`config.mk`:
```
export PLATFORM = sky130hd
export DESIGN_NAME = dbht_store
export DESIGN_NICKNAME = d
export VERILOG_FILES = /design/src/rtl/dbht_pkg.sv /design/src/rtl/dbht_store.sv
export SDC_FILE = /design/constraint.sdc
export NUM_CORES = 1
export LEC_CHECK = 0
export BUFFER_PORTS_ARGS = -buffer_cell sky130_fd_sc_hd__buf_4
export CORE_MARGIN = 3
export CORE_UTILIZATION = 24
export CTS_BUF_LIST = sky130_fd_sc_hd__clkbuf_2
export DETAILED_ROUTE_END_ITERATION = 8
export GPL_TIMING_DRIVEN = 0
export PLACE_DENSITY = 0.45
export SLEW_MARGIN = 20
export SYNTH_ARGS = -nofsm -noshare
export SYNTH_HDL_FRONTEND = slang
export SYNTH_SLANG_ARGS = --single-unit
```
`constraint.sdc`:
```
create_clock -name clk -period 22.3 [get_ports clk]
set_input_delay 2.23 -clock clk [delete_from_list [all_inputs] [get_ports clk]]
set_output_delay 2.23 -clock clk [all_outputs]
set_load 0.05 [all_outputs]
```
`src/rtl/dbht_pkg.sv`:
```
// shared types, constants and codes of the dispatch barrier hazard tracker
package dbht_pkg;

  // store geometry
  localparam int SEG_DEPTH = 16;
  localparam int SEG_AW    = $clog2(SEG_DEPTH);
  localparam int SEG_CW    = $clog2(SEG_DEPTH + 1);

  // pending reads of the open dispatch
  localparam int MAX_READS = 3;
  localparam int PEND_AW   = (MAX_READS > 1) ? $clog2(MAX_READS) : 1;
  localparam int PEND_CW   = $clog2(MAX_READS + 1);

  // field widths
  localparam int ID_BITS   = 16;
  localparam int ADDR_BITS = 40;
  localparam int SIZE_BITS = ADDR_BITS + 1;
  localparam int SUM_BITS  = ADDR_BITS + 2;
  localparam int LO_W      = ADDR_BITS - 2;
  localparam int HI_W      = SUM_BITS - 2;
  localparam int CNT_W     = 32;
  localparam int CMD_W     = 2;
  localparam int CFG_IDX_W = 1;
  localparam int CFG_DATA_W = 16;

  // commands
  localparam logic [CMD_W-1:0] CMD_READ  = 2'd0;
  localparam logic [CMD_W-1:0] CMD_WRITE = 2'd1;
  localparam logic [CMD_W-1:0] CMD_NEW   = 2'd2;

  // configuration register indexes
  localparam logic [CFG_IDX_W-1:0] CFG_BARRIER_EVERY = 1'd0;
  localparam logic [CFG_IDX_W-1:0] CFG_DROP_ORDINAL  = 1'd1;

  // one stored range, in 4-byte word units, end exclusive
  typedef struct packed {
    logic [ID_BITS-1:0] id;
    logic [LO_W-1:0]    lo;
    logic [HI_W-1:0]    hi;
  } seg_entry_t;

  // access request to one segment store
  typedef struct packed {
    logic              rd_en;
    logic [SEG_AW-1:0] rd_addr;
    logic              wr_en;
    logic [SEG_AW-1:0] wr_addr;
    seg_entry_t        wr_data;
  } stor_req_t;

  // result of one closed dispatch
  typedef struct packed {
    logic             hazard_found;
    logic             barrier_emitted;
    logic             barrier_dropped;
    logic [CNT_W-1:0] dispatch_number;
    logic [CNT_W-1:0] barriers_issued;
  } res_t;

endpackage

```
`src/rtl/dbht_store.sv`:
```
// segment store: one synchronous memory of ranges plus the overlap comparator on its read port
module dbht_store
  import dbht_pkg::*;
(
  input  logic       clk,
  input  logic       rst_n,
  input  stor_req_t  req,
  input  seg_entry_t query,
  output logic       hit
);

  seg_entry_t mem [SEG_DEPTH];
  seg_entry_t rd_q_r;
  logic       rd_vld_r;

  // memory write and registered read
  always_ff @(posedge clk) begin
    if (req.wr_en) begin
      mem[req.wr_addr] <= req.wr_data;
    end
    if (req.rd_en) begin
      rd_q_r <= mem[req.rd_addr];
    end
  end

  // read data valid flag
  always_ff @(posedge clk) begin
    if (!rst_n) begin
      rd_vld_r <= 1'b0;
    end else begin
      rd_vld_r <= req.rd_en;
    end
  end

  // same buffer and overlapping half-open word ranges
  assign hit = rd_vld_r && (rd_q_r.id == query.id)
               && (HI_W'(rd_q_r.lo) < query.hi)
               && (HI_W'(query.lo) < rd_q_r.hi);

endmodule

```
# Word level (Yosys, flattened, before mapping)

Memories as Yosys holds them, arrays and structs flattened. A register that Yosys moved wholly into a read port is not among the register bits.
Cells that the tools add are included.

Register bits after elaboration: 1
Memories: 1
Logic and storage cells: 10
Bits in writable memories: 1504

Eq/ne operators: 1
Multiplexer cells: 2
Order comparisons: 2
Reduce and logical (&&, ||, !) cells: 3

Memory list:

| name | words | bits a word | rd ports | clocked after memory_dff | write ports | RTL line         | RTL |
|---|---|---|---|---|---|---|---|
| mem  | 16    | 94          | 1        | 1                        | 1           | dbht_store.sv:12 | `seg_entry_t mem [SEG_DEPTH];` |

Operators with widths:

| cell                          | count |
|---|---|
| < comparator 38 x 40 -> 1 bit | 2 |
| == test 16 bit                | 1 |
| logical AND 1 bit             | 3 |
| 2-to-1 mux 1 bit              | 2 |

# Depth between registers and ports, before layout

Depth after elaboration: 4
Mapped depth: 8
Mapped depth without buffers: 8

# Worst setup path after synthesis

OpenSTA, ideal clock, no wires.

Path type: in2reg
From: input req[96] (netlist bit)
To: memory mem[0][0] (netlist bit), enable pin
Slack: 12.533 ns
Required time: 21.637 ns
Setup time: 0.663 ns
Cell stages on the path: 2
Buffers on the path: 0
Arrival: 9.104 ns
Cells stage by stage: or3b_2 -> nor3_1

RTL lines:

| what               | RTL line         | RTL |
|---|---|---|
| start: declaration | dbht_store.sv:7  | `input stor_req_t req,` |
| end: declaration   | dbht_store.sv:12 |  |

No word-level cell before the write port.

# Worst setup path after layout

From: input query[86] (netlist bit)
To: output hit

Word-level cells in the longest chain between the ends: 4

Ends and longest elaborated chain:

| what               | RTL line         | RTL |
|---|---|---|
| start: declaration | dbht_store.sv:8  | `input seg_entry_t query,` |
| == test 16 bit     | dbht_store.sv:36 | `assign hit = rd_vld_r && (rd_q_r.id == query.id)` |
| logical AND 1 bit  | dbht_store.sv:36 |  |
| logical AND 1 bit  | dbht_store.sv:37 | `&& (HI_W'(rd_q_r.lo) < query.hi)` |
| logical AND 1 bit  | dbht_store.sv:38 | `&& (HI_W'(query.lo) < rd_q_r.hi);` |
| end: declaration   | dbht_store.sv:9  | `output logic hit` |

Every way passes these cells.

==> out/qor.yml <==
detailed_routing:
  drc: 0
  drtAntennaViolNets: 0
  first_iter_violations: 2323
  via_count: 29800
  wl_per_cell_microns: 25.4
  vias_per_cell: 4.33
  drt_wl_total_microns: 175000
  dr.pass1.iters: 6
job:
  cap_violations: 0
clocking:
  path_clk_slew_ps: 110
  cts_sinks: 1599
  cts-root-buf: "clkbuf_2"
  cts_resized: 0
  cts_setup_buffers: 0
  clock_latency_ps: 1760
  numCtsBuffers: 415
  clk_path_buf_depth: 4
  hold_buffers: 0
  htreeDepth: 5
  cts_tree: "built"
global_route:
  antenna_found_initial: 42
  grt_max_degree: 49
  grt_pass1_wl_microns: 246000
  grt_usage_pct: 13.2
  grt_pass1_vias: 31700
  grt_overflow: 0
worst_hold_path:
  worstHoldPathCells: 1
  hold_path_class: "input pin to flip-flop"
critical_path:
  criticalPathCategory: "input pin to primary output"
  worst_setup_path_end_kind: "primary output"
  cp.arrival_ps: 6180
  cp-start-kind: "input pin"
  path_max_fanout: 1
  required_ps: 20070
  ff2ff_path_depth: 2
logic_synthesis:
  synth_top_area_cell: "edfxtp_1"
  synth-simple-area-share_pct: 0.616
  synth_flop_cell: "edfxtp_1"
  ys_seq_elements: 1599
  yosysTopAreaCellShare_pct: 78.2
  synth-xor-area-share_pct: 0.228
  yosysSeqAreaShare_pct: 78.3
  muxShareOfSynthArea_pct: 17.3
  yosys_warnings: 0
  synth_edf_count: 1598
  synth_fa_ha_area_share_pct: 1.51
  synth_area_sq_um: 61300
  synth.distinct_cells: 37
  synthCells: 2479
  async_reset_ff_share_pct: 0
  synth-compound-area-share_pct: 0.671
  synth.area.top_cells: "edfxtp_1 (78%), mux4_2 (17%), ha_1 (1.5%), inv_1 (0.46%), buf_4 (0.29%)"
  synth_top_family_by_area: "multiplexers"
  syn_nets: 2753
  syn_area_per_cell_sq_um: 24.7
floorplan:
  die_w_microns: 512
  coreArea_sq_um: 253000
  ioPinCount: 201
  fp.dieH_microns: 512
  initial_utilization_pct: 24.3
  std_cell_rows: 184
  dieArea_sq_um: 262000
pwr:
  power.density_nw_per_um2: 77.8
  finalPower_uw: 5690
  pwr-share-clk_pct: 33.5
  p_seq_share_pct: 59.7
  switching_share_pct: 24.7
  p_leak_uw: 0.0240
  p_int_uw: 4290
  combinationalPowerShare_pct: 6.7
  ir_worst_vdd_mv: 0.0529
  p_sw_uw: 1410
timing:
  setup-violations-final: 0
  post-route-min-period_ps: 8410
  fin_skew_ps: 99.5
  rsz0062_at_grt: "no"
  tightest_slew_ps: 1160
  fin_ws_ps: 13890
  clock.fmax_mhz: 119
  final-max-slew-violation-count: 0
  fin_crit_sh_pct: 37.7
  fin_setup_tns_ps: 0
  slew_headroom_pct: 22.3
  finalHoldViolations: 0
cells_and_area:
  layout.cells.most_common: "edfxtp_1"
  n_fill_cell: 25000
  drive_above_1_share_pct: 42.9
  area_growth_pct: 19.3
  final_cell_mix: "edfxtp_1 (1,598), clkbuf_2 (589), mux4_2 (470), buf_4 (282), inv_1 (75)"
  nets: 3526
placement:
  io_buffer_count: 196
  place.gp.congestion: 0.674
  dpl.hpwl_microns: 118000
  dp_slack_ps: 13710
run_status:
  status: "completed"
## layer usage
layer	GRT usage, %	routed length [microns]
met1	17.5	76700
met2	21.3	84500
met3	3.47	10300
met4	4.05	3510
met5	0	119
## critical path, stage by stage
cell             delay [ps]
buf_4                   120
xor2_1                  150
nor4_1                  760
nand4_1                 670
a2111oi_1               490
clkdlybuf4s18_2         320
o221ai_1                330
nor4_1                  770
buf_4                   330
## cell families after synthesis
logic type,Yosys count
xor gates and xnor gates,16
muxes,470
buffers and inverters,180
AOI/OAI and AO/OA,65
DFF,1599
and+or+nand+nor,75
adders and majority gates,74
## path summary, 6_finish.rpt
kind              start         end  slack, ps
min             req[79]  mem[4][79]        770
max reg2reg  mem[0][67]  rd_q_r[67]      20480
min reg2reg  mem[2][78]  rd_q_r[78]        770
max           query[86]         hit      13890
## state kept, by name, summed over array words and instances, names as in the netlist
name / count
rd_q_r: 94
rd_vld_r: 1
mem: 1504
## final cells by class
class                   instances  area, sq um  share of cell area [%]
clock inverters                94          473                   0.647
diodes                         23         57.6                  0.0787
repair buffers                356         4050                    5.54
inverters                      75          282                   0.385
clock buffers                 581         2910                    3.98
flip-flops and latches       1599        48000                    65.6
well taps                    3348         4190                    5.73
multi-input cells             700        12600                    17.2
plain buffers                 105          616                   0.842
## metrics by stage
| step | hold slack [ps] | area [sq um] | util [%] | instances |
|---|---|---|---|---|
| floorplan | 817 | 61300 | - | 2479 |
| global placement | 823 | 67000 | 26.5 | 6023 |
| detailed placement | 833 | 69700 | 27.6 | 6183 |
| CTS | 433 | 73100 | 28.9 | 6858 |
| global route | 499 | 73100 | 28.9 | 6869 |
| finish | 770 | 73100 | 28.9 | 6881 |
## power by group through the flow
stage               logic [uW]  registers [uW]  clock network [uW]
finish                     383            3400                1910
global placement           370            3490                   0
CTS                        396            3400                2000
global route               416            3410                2150
floorplan                  198            3470                   0
detailed placement         395            3470                   0
## cell usage after synthesis, types with 2 or more instances
cell type  count
and4_1         2
buf_4         24
o221ai_1       2
ha_1          74
buf_1         12
clkbuf_1      43
xor2_1        15
buf_6         14
nand2b_1       3
a211o_1        2
nand2_1       14
nand3_1        6
a2111oi_0      2
buf_2         12
nor4_1         5
nand4_1       13
inv_1         75
a211oi_1       2
a21o_1        14
nor2_1        19
o21ai_0        8
nand3b_1       2
mux4_2       470
edfxtp_1    1598
nor3_1         9
a21oi_1       28
Note: power is estimated with default switching activity, not from simulation.
